## config.mk

```make
export PLATFORM = sky130hd
export DESIGN_NAME = sha256_message_hash_core_flat
export DESIGN_NICKNAME = d
export VERILOG_FILES = /design/src/sv/sha_pkg.sv /design/src/sv/sha_intf.sv /design/src/sv/sha_datapath.sv /design/src/sv/sha_ctrl.sv /design/src/sv/sha256_message_hash_core.sv /design/src/flat_wrapper.sv
export SDC_FILE = /design/constraint.sdc
export NUM_CORES = 2
export LEC_CHECK = 0
export BUFFER_PORTS_ARGS = -buffer_cell sky130_fd_sc_hd__buf_2
export CAP_MARGIN = 0
export CORE_MARGIN = 4
export CORE_UTILIZATION = 61
export CTS_CLUSTER_DIAMETER = 50
export DETAILED_ROUTE_END_ITERATION = 16
export GPL_ROUTABILITY_DRIVEN = 1
export PLACE_DENSITY = 0.77
export SYNTH_ARGS = -nofsm -noshare
export SYNTH_HDL_FRONTEND = slang
export SYNTH_SLANG_ARGS = --single-unit
```

## constraint.sdc

```tcl
create_clock -name i_clk -period 26.8 [get_ports i_clk]
set_input_delay 1.34 -clock i_clk [delete_from_list [all_inputs] [get_ports i_clk]]
set_output_delay 1.34 -clock i_clk [all_outputs]
set_load 0.005 [all_outputs]
```

## src/sv/sha_pkg.sv

```systemverilog
// Shared types, constants and functions of the SHA-256 message hash core.
package sha_pkg;

    typedef enum logic [2:0] {
        ST_IDLE,
        ST_ROUNDS,
        ST_FOLD,
        ST_PAD,
        ST_EMIT
    } t_state;

    // Commands from the controller to the datapath.
    typedef struct packed {
        logic put_byte;    // store input byte at fill position
        logic put_pad;     // store one padding byte at fill position
        logic put_len;     // write the bit length into words 14 and 15
        logic load_work;   // copy chaining hash to working variables
        logic round;       // run one compression round
        logic fold;        // add working variables into chaining hash
        logic restart;     // back to initial hash, fill and length
        logic emit_shift;  // advance the digest output word
    } t_cmd;

    typedef struct packed {
        logic [5:0] fill;
        logic [5:0] round_idx;
        logic       marker_done;
    } t_status;

    localparam logic [7:0]  PAD_MARKER = 8'h80;
    localparam logic [5:0]  LEN_POS    = 6'd56;

    localparam logic [255:0] INIT_HASH = {
        32'h6a09e667, 32'hbb67ae85, 32'h3c6ef372, 32'ha54ff53a,
        32'h510e527f, 32'h9b05688c, 32'h1f83d9ab, 32'h5be0cd19
    };

    function automatic logic [31:0] round_k(input logic [5:0] t);
        logic [31:0] k;
        unique case (t)
            6'd0: k = 32'h428a2f98;  6'd1: k = 32'h71374491;
            6'd2: k = 32'hb5c0fbcf;  6'd3: k = 32'he9b5dba5;
            6'd4: k = 32'h3956c25b;  6'd5: k = 32'h59f111f1;
            6'd6: k = 32'h923f82a4;  6'd7: k = 32'hab1c5ed5;
            6'd8: k = 32'hd807aa98;  6'd9: k = 32'h12835b01;
            6'd10: k = 32'h243185be; 6'd11: k = 32'h550c7dc3;
            6'd12: k = 32'h72be5d74; 6'd13: k = 32'h80deb1fe;
            6'd14: k = 32'h9bdc06a7; 6'd15: k = 32'hc19bf174;
            6'd16: k = 32'he49b69c1; 6'd17: k = 32'hefbe4786;
            6'd18: k = 32'h0fc19dc6; 6'd19: k = 32'h240ca1cc;
            6'd20: k = 32'h2de92c6f; 6'd21: k = 32'h4a7484aa;
            6'd22: k = 32'h5cb0a9dc; 6'd23: k = 32'h76f988da;
            6'd24: k = 32'h983e5152; 6'd25: k = 32'ha831c66d;
            6'd26: k = 32'hb00327c8; 6'd27: k = 32'hbf597fc7;
            6'd28: k = 32'hc6e00bf3; 6'd29: k = 32'hd5a79147;
            6'd30: k = 32'h06ca6351; 6'd31: k = 32'h14292967;
            6'd32: k = 32'h27b70a85; 6'd33: k = 32'h2e1b2138;
            6'd34: k = 32'h4d2c6dfc; 6'd35: k = 32'h53380d13;
            6'd36: k = 32'h650a7354; 6'd37: k = 32'h766a0abb;
            6'd38: k = 32'h81c2c92e; 6'd39: k = 32'h92722c85;
            6'd40: k = 32'ha2bfe8a1; 6'd41: k = 32'ha81a664b;
            6'd42: k = 32'hc24b8b70; 6'd43: k = 32'hc76c51a3;
            6'd44: k = 32'hd192e819; 6'd45: k = 32'hd6990624;
            6'd46: k = 32'hf40e3585; 6'd47: k = 32'h106aa070;
            6'd48: k = 32'h19a4c116; 6'd49: k = 32'h1e376c08;
            6'd50: k = 32'h2748774c; 6'd51: k = 32'h34b0bcb5;
            6'd52: k = 32'h391c0cb3; 6'd53: k = 32'h4ed8aa4a;
            6'd54: k = 32'h5b9cca4f; 6'd55: k = 32'h682e6ff3;
            6'd56: k = 32'h748f82ee; 6'd57: k = 32'h78a5636f;
            6'd58: k = 32'h84c87814; 6'd59: k = 32'h8cc70208;
            6'd60: k = 32'h90befffa; 6'd61: k = 32'ha4506ceb;
            6'd62: k = 32'hbef9a3f7; 6'd63: k = 32'hc67178f2;
            default: k = 32'h0;
        endcase
        return k;
    endfunction

    function automatic logic [31:0] rotr(input logic [31:0] x, input int n);
        return (x >> n) | (x << (32 - n));
    endfunction

endpackage

```

## src/sv/sha_intf.sv

```systemverilog
// Valid/ready stream interfaces for the input bytes and the digest words.
interface sha_in_if;
    logic       valid;
    logic       ready;
    logic [7:0] data_byte;
    logic       has_byte;
    logic       last_byte;
    modport source (output valid, data_byte, has_byte, last_byte, input ready);
    modport sink   (input valid, data_byte, has_byte, last_byte, output ready);
endinterface

interface sha_out_if;
    logic        valid;
    logic        ready;
    logic [31:0] digest_word;
    logic [2:0]  word_index;
    logic        last_word;
    modport source (output valid, digest_word, word_index, last_word, input ready);
    modport sink   (input valid, digest_word, word_index, last_word, output ready);
endinterface

```

## src/sv/sha_datapath.sv

```systemverilog
// Datapath: block buffer, message schedule, round logic and chaining hash.
module sha_datapath (
    input  logic               i_clk,
    input  logic               i_rst_n,
    input  sha_pkg::t_cmd      i_cmd,
    input  logic [7:0]         i_byte,
    output sha_pkg::t_status   o_status,
    output logic [31:0]        o_word
);
    logic [31:0] r_w [16];
    logic [31:0] r_v [8];
    logic [31:0] r_h [8];
    logic [5:0]  r_fill;
    logic [63:0] r_len;
    logic [5:0]  r_round;
    logic        r_marker;

    logic [7:0]  s_put;
    logic [3:0]  s_widx;
    logic [1:0]  s_bidx;
    logic [5:0]  s_t;
    logic [31:0] s_w15, s_w2, s_s0, s_s1, s_wnew, s_wt;
    logic [31:0] s_t1, s_t2;

    assign s_put  = i_cmd.put_byte ? i_byte : (r_marker ? 8'h00 : sha_pkg::PAD_MARKER);
    assign s_widx = r_fill[5:2];
    assign s_bidx = r_fill[1:0];
    assign s_t    = r_round;

    always_comb begin
        s_w15 = r_w[4'(s_t + 6'd1)];
        s_w2  = r_w[4'(s_t + 6'd14)];
        s_s0  = sha_pkg::rotr(s_w15, 7) ^ sha_pkg::rotr(s_w15, 18) ^ (s_w15 >> 3);
        s_s1  = sha_pkg::rotr(s_w2, 17) ^ sha_pkg::rotr(s_w2, 19) ^ (s_w2 >> 10);
        s_wnew = r_w[s_t[3:0]] + s_s0 + r_w[4'(s_t + 6'd9)] + s_s1;
        s_wt  = (s_t < 6'd16) ? r_w[s_t[3:0]] : s_wnew;
        s_t1  = r_v[7]
              + (sha_pkg::rotr(r_v[4], 6) ^ sha_pkg::rotr(r_v[4], 11)
                 ^ sha_pkg::rotr(r_v[4], 25))
              + ((r_v[4] & r_v[5]) ^ (~r_v[4] & r_v[6]))
              + sha_pkg::round_k(s_t) + s_wt;
        s_t2  = (sha_pkg::rotr(r_v[0], 2) ^ sha_pkg::rotr(r_v[0], 13)
                 ^ sha_pkg::rotr(r_v[0], 22))
              + ((r_v[0] & r_v[1]) ^ (r_v[0] & r_v[2]) ^ (r_v[1] & r_v[2]));
    end

    always_ff @(posedge i_clk) begin
        if (i_cmd.put_byte || i_cmd.put_pad) begin
            unique case (s_bidx)
                2'd0: r_w[s_widx][31:24] <= s_put;
                2'd1: r_w[s_widx][23:16] <= s_put;
                2'd2: r_w[s_widx][15:8]  <= s_put;
                2'd3: r_w[s_widx][7:0]   <= s_put;
                default: ;
            endcase
        end
        if (i_cmd.put_len) begin
            r_w[14] <= r_len[63:32];
            r_w[15] <= r_len[31:0];
        end
        if (i_cmd.round) begin
            r_w[s_t[3:0]] <= s_wt;
            r_v[7] <= r_v[6];
            r_v[6] <= r_v[5];
            r_v[5] <= r_v[4];
            r_v[4] <= r_v[3] + s_t1;
            r_v[3] <= r_v[2];
            r_v[2] <= r_v[1];
            r_v[1] <= r_v[0];
            r_v[0] <= s_t1 + s_t2;
        end
        if (i_cmd.load_work) begin
            for (int i = 0; i < 8; i++) r_v[i] <= r_h[i];
        end
    end

    always_ff @(posedge i_clk) begin
        if (!i_rst_n || i_cmd.restart) begin
            for (int i = 0; i < 8; i++) r_h[i] <= sha_pkg::INIT_HASH[255 - 32*i -: 32];
            r_fill   <= '0;
            r_len    <= '0;
            r_round  <= '0;
            r_marker <= 1'b0;
        end else begin
            if (i_cmd.put_byte) begin
                r_fill <= r_fill + 6'd1;
                r_len  <= r_len + 64'd8;
            end
            if (i_cmd.put_pad) begin
                r_fill   <= r_fill + 6'd1;
                r_marker <= 1'b1;
            end
            if (i_cmd.round) r_round <= r_round + 6'd1;
            if (i_cmd.fold) begin
                for (int i = 0; i < 8; i++) r_h[i] <= r_h[i] + r_v[i];
            end
            // rotate hash left so the next word moves to the head, word 0
            if (i_cmd.emit_shift) begin
                for (int i = 0; i < 7; i++) r_h[i] <= r_h[i+1];
                r_h[7] <= r_h[0];
            end
        end
    end

    assign o_status.fill        = r_fill;
    assign o_status.round_idx   = r_round;
    assign o_status.marker_done = r_marker;
    assign o_word               = r_h[0];
endmodule

```

## src/sv/sha_ctrl.sv

```systemverilog
// Controller: sequences byte intake, padding, rounds and digest output.
module sha_ctrl (
    input  logic             i_clk,
    input  logic             i_rst_n,
    sha_in_if.sink           s_in,
    input  logic             i_out_ready,
    output logic             o_out_valid,
    output logic [2:0]       o_out_idx,
    input  sha_pkg::t_status i_status,
    output sha_pkg::t_cmd    o_cmd
);
    sha_pkg::t_state r_state, n_state;
    logic            r_final, n_final;
    logic [2:0]      r_idx, n_idx;

    always_ff @(posedge i_clk) begin
        if (!i_rst_n) begin
            r_state <= sha_pkg::ST_IDLE;
            r_final <= 1'b0;
            r_idx   <= '0;
        end else begin
            r_state <= n_state;
            r_final <= n_final;
            r_idx   <= n_idx;
        end
    end

    always_comb begin
        n_state     = r_state;
        n_final     = r_final;
        n_idx       = r_idx;
        o_cmd       = '0;
        s_in.ready  = 1'b0;
        o_out_valid = 1'b0;
        unique case (r_state)
            sha_pkg::ST_IDLE: begin
                s_in.ready = 1'b1;
                if (s_in.valid) begin
                    o_cmd.put_byte = s_in.has_byte;
                    n_final = s_in.last_byte;
                    if (s_in.has_byte && i_status.fill == 6'd63) begin
                        o_cmd.load_work = 1'b1;
                        n_state = sha_pkg::ST_ROUNDS;
                    end else if (s_in.last_byte) begin
                        n_state = sha_pkg::ST_PAD;
                    end
                end
            end
            sha_pkg::ST_PAD: begin
                // write the marker byte, then zero-fill up to the length field, or to block end if past it
                if (!i_status.marker_done || (i_status.fill != sha_pkg::LEN_POS)) begin
                    o_cmd.put_pad = 1'b1;
                    if (i_status.fill == 6'd63) begin
                        o_cmd.load_work = 1'b1;
                        n_state = sha_pkg::ST_ROUNDS;
                    end
                end else begin
                    o_cmd.put_len   = 1'b1;
                    o_cmd.load_work = 1'b1;
                    n_final = 1'b0;
                    n_state = sha_pkg::ST_ROUNDS;
                end
            end
            sha_pkg::ST_ROUNDS: begin
                o_cmd.round = 1'b1;
                if (i_status.round_idx == 6'd63) n_state = sha_pkg::ST_FOLD;
            end
            sha_pkg::ST_FOLD: begin
                o_cmd.fold = 1'b1;
                if (r_final) n_state = sha_pkg::ST_PAD;
                else if (i_status.marker_done) begin
                    n_idx = '0;
                    n_state = sha_pkg::ST_EMIT;
                end else n_state = sha_pkg::ST_IDLE;
            end
            sha_pkg::ST_EMIT: begin
                o_out_valid = 1'b1;
                if (i_out_ready) begin
                    o_cmd.emit_shift = 1'b1;
                    n_idx = r_idx + 3'd1;
                    if (r_idx == 3'd7) begin
                        o_cmd.restart = 1'b1;
                        n_state = sha_pkg::ST_IDLE;
                    end
                end
            end
            default: n_state = sha_pkg::ST_IDLE;
        endcase
    end

    assign o_out_idx = r_idx;
endmodule

```

## src/sv/sha256_message_hash_core.sv

```systemverilog
// A byte that does not end a block is only stored; a byte that fills a
// block starts a compression (load, 64 rounds of the single round unit, fold).
// A last item pads one byte per cycle, runs one or two compressions,
// then transfers eight digest words, one per cycle when the sink is ready.
// Synchronous active-low reset loads the initial hash and clears length and fill.
module sha256_message_hash_core (
    input  logic   i_clk,
    input  logic   i_rst_n,
    sha_in_if.sink   s_in,
    sha_out_if.source m_out
);
    sha_pkg::t_cmd    s_cmd;
    sha_pkg::t_status s_status;
    logic [31:0]      s_word;
    logic [2:0]       s_idx;

    sha_ctrl u_ctrl (
        .i_clk       (i_clk),
        .i_rst_n     (i_rst_n),
        .s_in        (s_in),
        .i_out_ready (m_out.ready),
        .o_out_valid (m_out.valid),
        .o_out_idx   (s_idx),
        .i_status    (s_status),
        .o_cmd       (s_cmd)
    );

    sha_datapath u_dp (
        .i_clk    (i_clk),
        .i_rst_n  (i_rst_n),
        .i_cmd    (s_cmd),
        .i_byte   (s_in.data_byte),
        .o_status (s_status),
        .o_word   (s_word)
    );

    assign m_out.digest_word = s_word;
    assign m_out.word_index  = s_idx;
    assign m_out.last_word   = (s_idx == 3'd7);
endmodule

```

## src/flat_wrapper.sv

```systemverilog
// flat-port wrapper written by rule: the top's interface ports become plain ports
module sha256_message_hash_core_flat 
  (i_clk, i_rst_n, s_in_valid, s_in_data_byte, s_in_has_byte, s_in_last_byte, s_in_ready, m_out_valid, m_out_digest_word, m_out_word_index, m_out_last_word, m_out_ready);
  sha_in_if s_in_i ();
  sha_out_if m_out_i ();
  input  logic i_clk;
  input  logic i_rst_n;
  input wire logic [$bits(s_in_i.valid)-1:0] s_in_valid;
  input wire logic [$bits(s_in_i.data_byte)-1:0] s_in_data_byte;
  input wire logic [$bits(s_in_i.has_byte)-1:0] s_in_has_byte;
  input wire logic [$bits(s_in_i.last_byte)-1:0] s_in_last_byte;
  output wire logic [$bits(s_in_i.ready)-1:0] s_in_ready;
  output wire logic [$bits(m_out_i.valid)-1:0] m_out_valid;
  output wire logic [$bits(m_out_i.digest_word)-1:0] m_out_digest_word;
  output wire logic [$bits(m_out_i.word_index)-1:0] m_out_word_index;
  output wire logic [$bits(m_out_i.last_word)-1:0] m_out_last_word;
  input wire logic [$bits(m_out_i.ready)-1:0] m_out_ready;
  assign s_in_i.valid = s_in_valid;
  assign s_in_i.data_byte = s_in_data_byte;
  assign s_in_i.has_byte = s_in_has_byte;
  assign s_in_i.last_byte = s_in_last_byte;
  assign s_in_ready = s_in_i.ready;
  assign m_out_valid = m_out_i.valid;
  assign m_out_digest_word = m_out_i.digest_word;
  assign m_out_word_index = m_out_i.word_index;
  assign m_out_last_word = m_out_i.last_word;
  assign m_out_i.ready = m_out_ready;
  sha256_message_hash_core u_core (.i_clk(i_clk), .i_rst_n(i_rst_n), .s_in(s_in_i), .m_out(m_out_i));
endmodule
```

# After elaboration in Yosys (flattened, before gate mapping)
# Memories as Yosys holds them, arrays and structs flattened. A register that Yosys moved wholly into a read port is not among the register bits.
# Cells that the tools add are included.
# classes
eq_ne	20
muxes	100
n_lt_le_gt_ge	1
reduce_logical	16
n_bitwise	51
n_addsub	24
# ops
op	count
two-way mux 32 bit	27
adder 32 bit	18
XOR 32 bit	9
bitwise AND 32 bit	5
adder 64 x 4 -> 64 bit (second input constant)	1
OR reduction 32 bit	2
two-way mux 1 bit	41
two-way mux 3 bit	13
inverter 32 bit	1
bitwise OR 10 x 32 -> 32 bit	1
bitwise OR 13 x 32 -> 32 bit	1
bitwise OR 14 x 32 -> 32 bit	1
bitwise OR 15 x 32 -> 32 bit	1
bitwise OR 19 x 32 -> 32 bit	1
bitwise OR 21 x 32 -> 32 bit	1
bitwise OR 25 x 32 -> 32 bit	1
bitwise OR 26 x 32 -> 32 bit	1
bitwise OR 30 x 32 -> 32 bit	1
bitwise OR 7 x 32 -> 32 bit	1
XOR 32 x 22 -> 32 bit	1
XOR 32 x 29 -> 32 bit	1
two-way mux 4 bit	6
two-way mux 6 bit	4
bitwise OR 1 bit	24
other kinds (27)	49
# totals
output_inout_bits	38
input_bits	14
mem_count	4
ramBits	1024
ff_bits	84
mem_bits_ro	2048
wordCells	223
# mem_list
memory	depth	width	read_ports	rd_ports_with_merged_regs	wr	line	rtl
(name not given)	64	32	1	1	0	sha_pkg.sv:40	unique case (t)
u_core.u_dp.r_w	16	32	4	1	2	sha_datapath.sv:10	logic [31:0] r_w [16];
u_core.u_dp.r_h	8	32	8	0	8	sha_datapath.sv:12	logic [31:0] r_h [8];
u_core.u_dp.r_v	8	32	8	0	8	sha_datapath.sv:11	logic [31:0] r_v [8];

# Logic depth before layout (Yosys ltp)
# An unclocked memory read counts as a cell.
# depth
word_depth	12
ltp_mapped	55
depth_no_buf	53

# Modules after synthesis
# A second synthesis with hierarchy kept.
# unflattened
hier_cells	7957
area_unflattened_um2	86211.4
# by_module_without_submodules
module	seq_area_each_um2	area_per_inst_um2	cells_per_inst	n_inst
sha_datapath	32951.6	85593.3	7885	1
sha_ctrl	140.1	611.8	71	1
sha256_message_hash_core	0.0	6.3	1	1

# Least setup slack after synthesis
# OpenSTA, ideal clock, no wires.
# synth_path
path_kind	reg-to-reg
startpoint	register u_core.u_dp.r_round[0]
endpoint	memory u_core.u_dp.r_v[0][31], data pin
required_ps	26540
period_less_slack_ps	12513
setup_time_ps	260
stages_incl_launch_ff	52
slack_ps	14287
t_arrival_ps	12253
n_path_buf	5
path_cell_list	dfxtp_1 > buf_2 > clkbuf_1 > clkbuf_1 > buf_1 > buf_2 > mux4_2 > mux4_2 > xnor2_1 > fa_1 > inv_1 > fa_1 > inv_1 > ha_1 > a21o_1 > a21oi_1 > o21bai_1 > a21oi_1 > (+16 left out) > a21o_1 > xor2_1 > inv_1 > fa_1 > inv_1 > ha_1 > nand2_1 > o21ai_0 > o41ai_1 > o21ai_0 > a21o_1 > o311a_1 > o31a_1 > a21oi_1 > a21oi_1 > xnor2_1 > xnor2_1 > mux2_2
# synth_rtl
element	line	rtl
start, declared	sha_datapath.sv:15	logic [5:0] r_round;
start signal, assigned	sha_datapath.sv:93	if (i_cmd.round) r_round <= r_round + 6'd1;
end, declared	sha_datapath.sv:11	

==> impl_metrics.csv <==
group,metric,value,unit
run_status,status,"finished clean",
sta,tns,0,ns
synth,synth_top_area_share,37.3,%
floorplanning,io-pin-count,52,
sta,tightest_slew,1.41,ns
clocking,clk_latency,0.81,ns
clocking,clkSinkCount,1141,
global_route,grt_overflow,0,
critical_path,reg2reg_depth,48,
drt,wl_per_cell,30.3,um
clocking,cts_buffers,147,
critical_path,timing.critical_path.mode_cell,"a21oi_1",
critical_path,slowest_stage,"dfxtp_4",
place,post-dp-hpwl,202000,um
synth,synth.most_common_cell,"nand2_1",
synth,synth_area,82200,um^2
min_path,hold_class,"register to register",
floorplanning,die_y,375,um
sta,fin_skew,0.0386,ns
drt,vias,64700,
clocking,cts_setup_buffers,0,
synth,synth_area_leader_cell,"edfxtp_1",
synth,ys_top_cells_by_area,"edfxtp_1, mux4_2, ha_1",
sta,period_share,56.3,%
critical_path,worstPathArrival,15.63,ns
clocking,clk_path_buf_depth,3,
sta,setup_viol,0,
synth,synth-seq-cells,1141,
global_route,grt_pass1_vias,63800,
synth,synth.top_cells.by_count,"nand2_1, edfxtp_1, a21oi_1",
synth,ys_async_sr_fraction,0,%
critical_path,r2r_end,"u_core.u_dp.r_v[0][31]",
cells_and_area,layout.nets,8018,
sta,max_freq,66.3,MHz
clocking,cts_resized,0,
place,port-buffer-count,51,
cells_and_area,drive_above_1_share,13.5,%
floorplanning,core,134000,um^2
critical_path,cp-end-kind,"register",
clocking,clk_pin_slew,0.06,ns
sta,hold_viol,0,
global_route,grt_use_total,39.7,%
clocking,cts_tree,"done",
min_path,worstHoldStart,"u_core.u_ctrl.o_out_idx[2]",
min_path,hold_path_end,"u_core.u_ctrl.o_out_idx[2]",
drt,dr.pass1.iters,8,
synth,ys.flop_type,"edfxtp_1",
clocking,cts_max_level,4,
critical_path,cp.required,27.34,ns
run,cap_violations,0,
global_route,grt_pass1_wl,416000,um
sta,slew_viol_final,0,
synth,yosysSeqAreaShare,40.2,%
synth,synth_edf_count,1021,
critical_path,start_kind,"register",
floorplanning,die_w,375,um
critical_path,critPathMaxFanout,58,
cells_and_area,fillerInstances,9806,
drt,postRouteAntennaNets,0,
global_route,grt_max_degree,181,
clocking,clockRootBuffer,"clkbuf_16",
drt,via_per_inst,6.95,
floorplanning,dieArea,141000,um^2
synth,synth.distinct_cells,85,
drt,drt-initial-drc-count,9246,
critical_path,max_stage_delay,0.90,ns
global_route,antenna_found_initial,2,
synth,netlist_instances,7525,
drt,wl,282000,um
floorplanning,start_util,61.5,%
critical_path,startpoint,"u_core.u_dp.r_round[0]",
cells_and_area,synthToLayoutAreaGrowth,8.43,%
critical_path,worstReg2RegStart,"u_core.u_dp.r_round[0]",
synth,synth_nets,8132,
synth,synth_area_per_cell,10.9,um^2
sta,relSlewSlack,5.79,%
sta,finalCriticalPeriod,15.09,ns
place,gp_congestion,1.02,
drt,remaining_drc_errors,0,
clocking,cts_hold_buffers,0,
floorplanning,rows,134,
synth,ys_warn_count,0,
sta,rsz0062_at_grt,"no",
min_path,hold_depth,2,
critical_path,critPathKind,"register to register",
critical_path,rrSetupSlack,11.71,ns
==> flip-flops by register name (all words and copies together) (netlist names), named ones only <==
name and flops:
u_core.u_dp.r_fill 6, u_core.u_ctrl.o_out_idx 3, u_core.u_dp.r_h 256, u_core.u_dp.r_len 61
u_core.u_dp.r_w 512, u_core.u_ctrl.r_final 1, u_core.u_ctrl.r_state 3, u_core.u_dp.r_marker 1
u_core.u_dp.r_round 6, u_core.u_dp.r_v 256
==> final cells by class <==
cell class                 instances  area, um^2  area share (%)
multi-input combinational       5524       46000            51.6
sequential                      1141       33100            37.1
clock buffer                     179        3940            4.42
tap                             1768        2210            2.48
inverter                         421        1580            1.77
timing repair buffer             176        1220            1.37
clock inverter                    94        1120            1.26
antenna                            1        2.50         0.00281
==> through the flow <==
| stage | hold slack, ns | setup WS [ns] | util (%) | cell area, um^2 | std cells |
|---|---|---|---|---|---|
| detailed placement | 0.483 | 12.09 | 62.9 | 84100 | 9030 |
| global placement | 0.470 | 12.22 | 62.9 | 84100 | 9030 |
| floorplan | 0.461 | 14.29 | - | 82200 | 7525 |
| global route | 0.523 | 11.07 | 66.7 | 89200 | 9303 |
| finish | 0.493 | 11.71 | 66.7 | 89200 | 9304 |
| CTS | 0.496 | 12.02 | 66.7 | 89200 | 9303 |
==> metal layers <==
layer | share of wire [%] | up-vias | global-route usage (%)
li1 | - | 27400 | -
met1 | 35 | 31600 | 48.9
met2 | 46 | 4576 | 62.6
met3 | 11 | 1083 | 8.72
met4 | 9.0 | 0 | 28.2
met5 | 0 | - | 0
==> worst max-delay path: cells and delay by family, from the launching register on <==
| kind | cells | cell delay [ns] |
|---|---|---|
| AOI/OAI and AO/OA | 20 | 4.71 |
| xor gates and xnor gates | 5 | 0.83 |
| adders and majority gates | 10 | 4.40 |
| buffers and inverters | 6 | 1.68 |
| DFF | 1 | 0.90 |
| muxes | 3 | 1.31 |
| and+or+nand+nor | 4 | 0.79 |
==> cells in the final DEF, fill, tap and decap left out, types with 18 or more instances in the layout <==
master,count
mux4_2,512
o21ai_0,444
buf_4,123
clkinv_2,23
inv_1,418
edfxtp_1,1021
a21oi_1,553
a21o_1,248
nor2_1,474
mux2_2,33
fa_1,195
xnor2_1,407
nand3_1,108
clkbuf_1,22
o21bai_1,55
and2_1,20
ha_1,397
o22a_1,18
buf_2,51
or3_1,39
and3_1,48
dfxtp_1,115
nand4_1,30
clkbuf_16,151
nand2b_1,46
nor3_1,59
a211oi_1,43
o31ai_1,28
a31oi_1,42
o211ai_1,32
nor2b_1,35
nand2_1,1064
o21a_1,52
xor2_1,233
==> logic make-up after synthesis <==
kind of cell               synth area share (%)
AOI/OAI and AO/OA                          13.1
muxes                                      14.6
and+or+nand+nor                            10.2
xor gates and xnor gates                   6.95
DFF                                        40.2
adders and majority gates                  10.9
buffers and inverters                      4.10
==> how the worst max path moves through the flow <==
stage                        endpoint  slack [ns]  cells after the start
6_report       u_core.u_dp.r_v[0][31]       11.71                     48
5_1_grt        u_core.u_dp.r_v[0][31]       11.07                     48
4_1_cts        u_core.u_dp.r_v[0][31]       12.02                     46
3_5_place_dp   u_core.u_dp.r_v[0][31]       12.09                     46
3_3_place_gp   u_core.u_dp.r_v[0][31]       12.22                     50
2_1_floorplan  u_core.u_dp.r_v[0][31]       14.29                     51
Power is left out: the tool's default activity adds up to more than one toggle a clock period on the data nets, which glitch-free logic cannot reach.
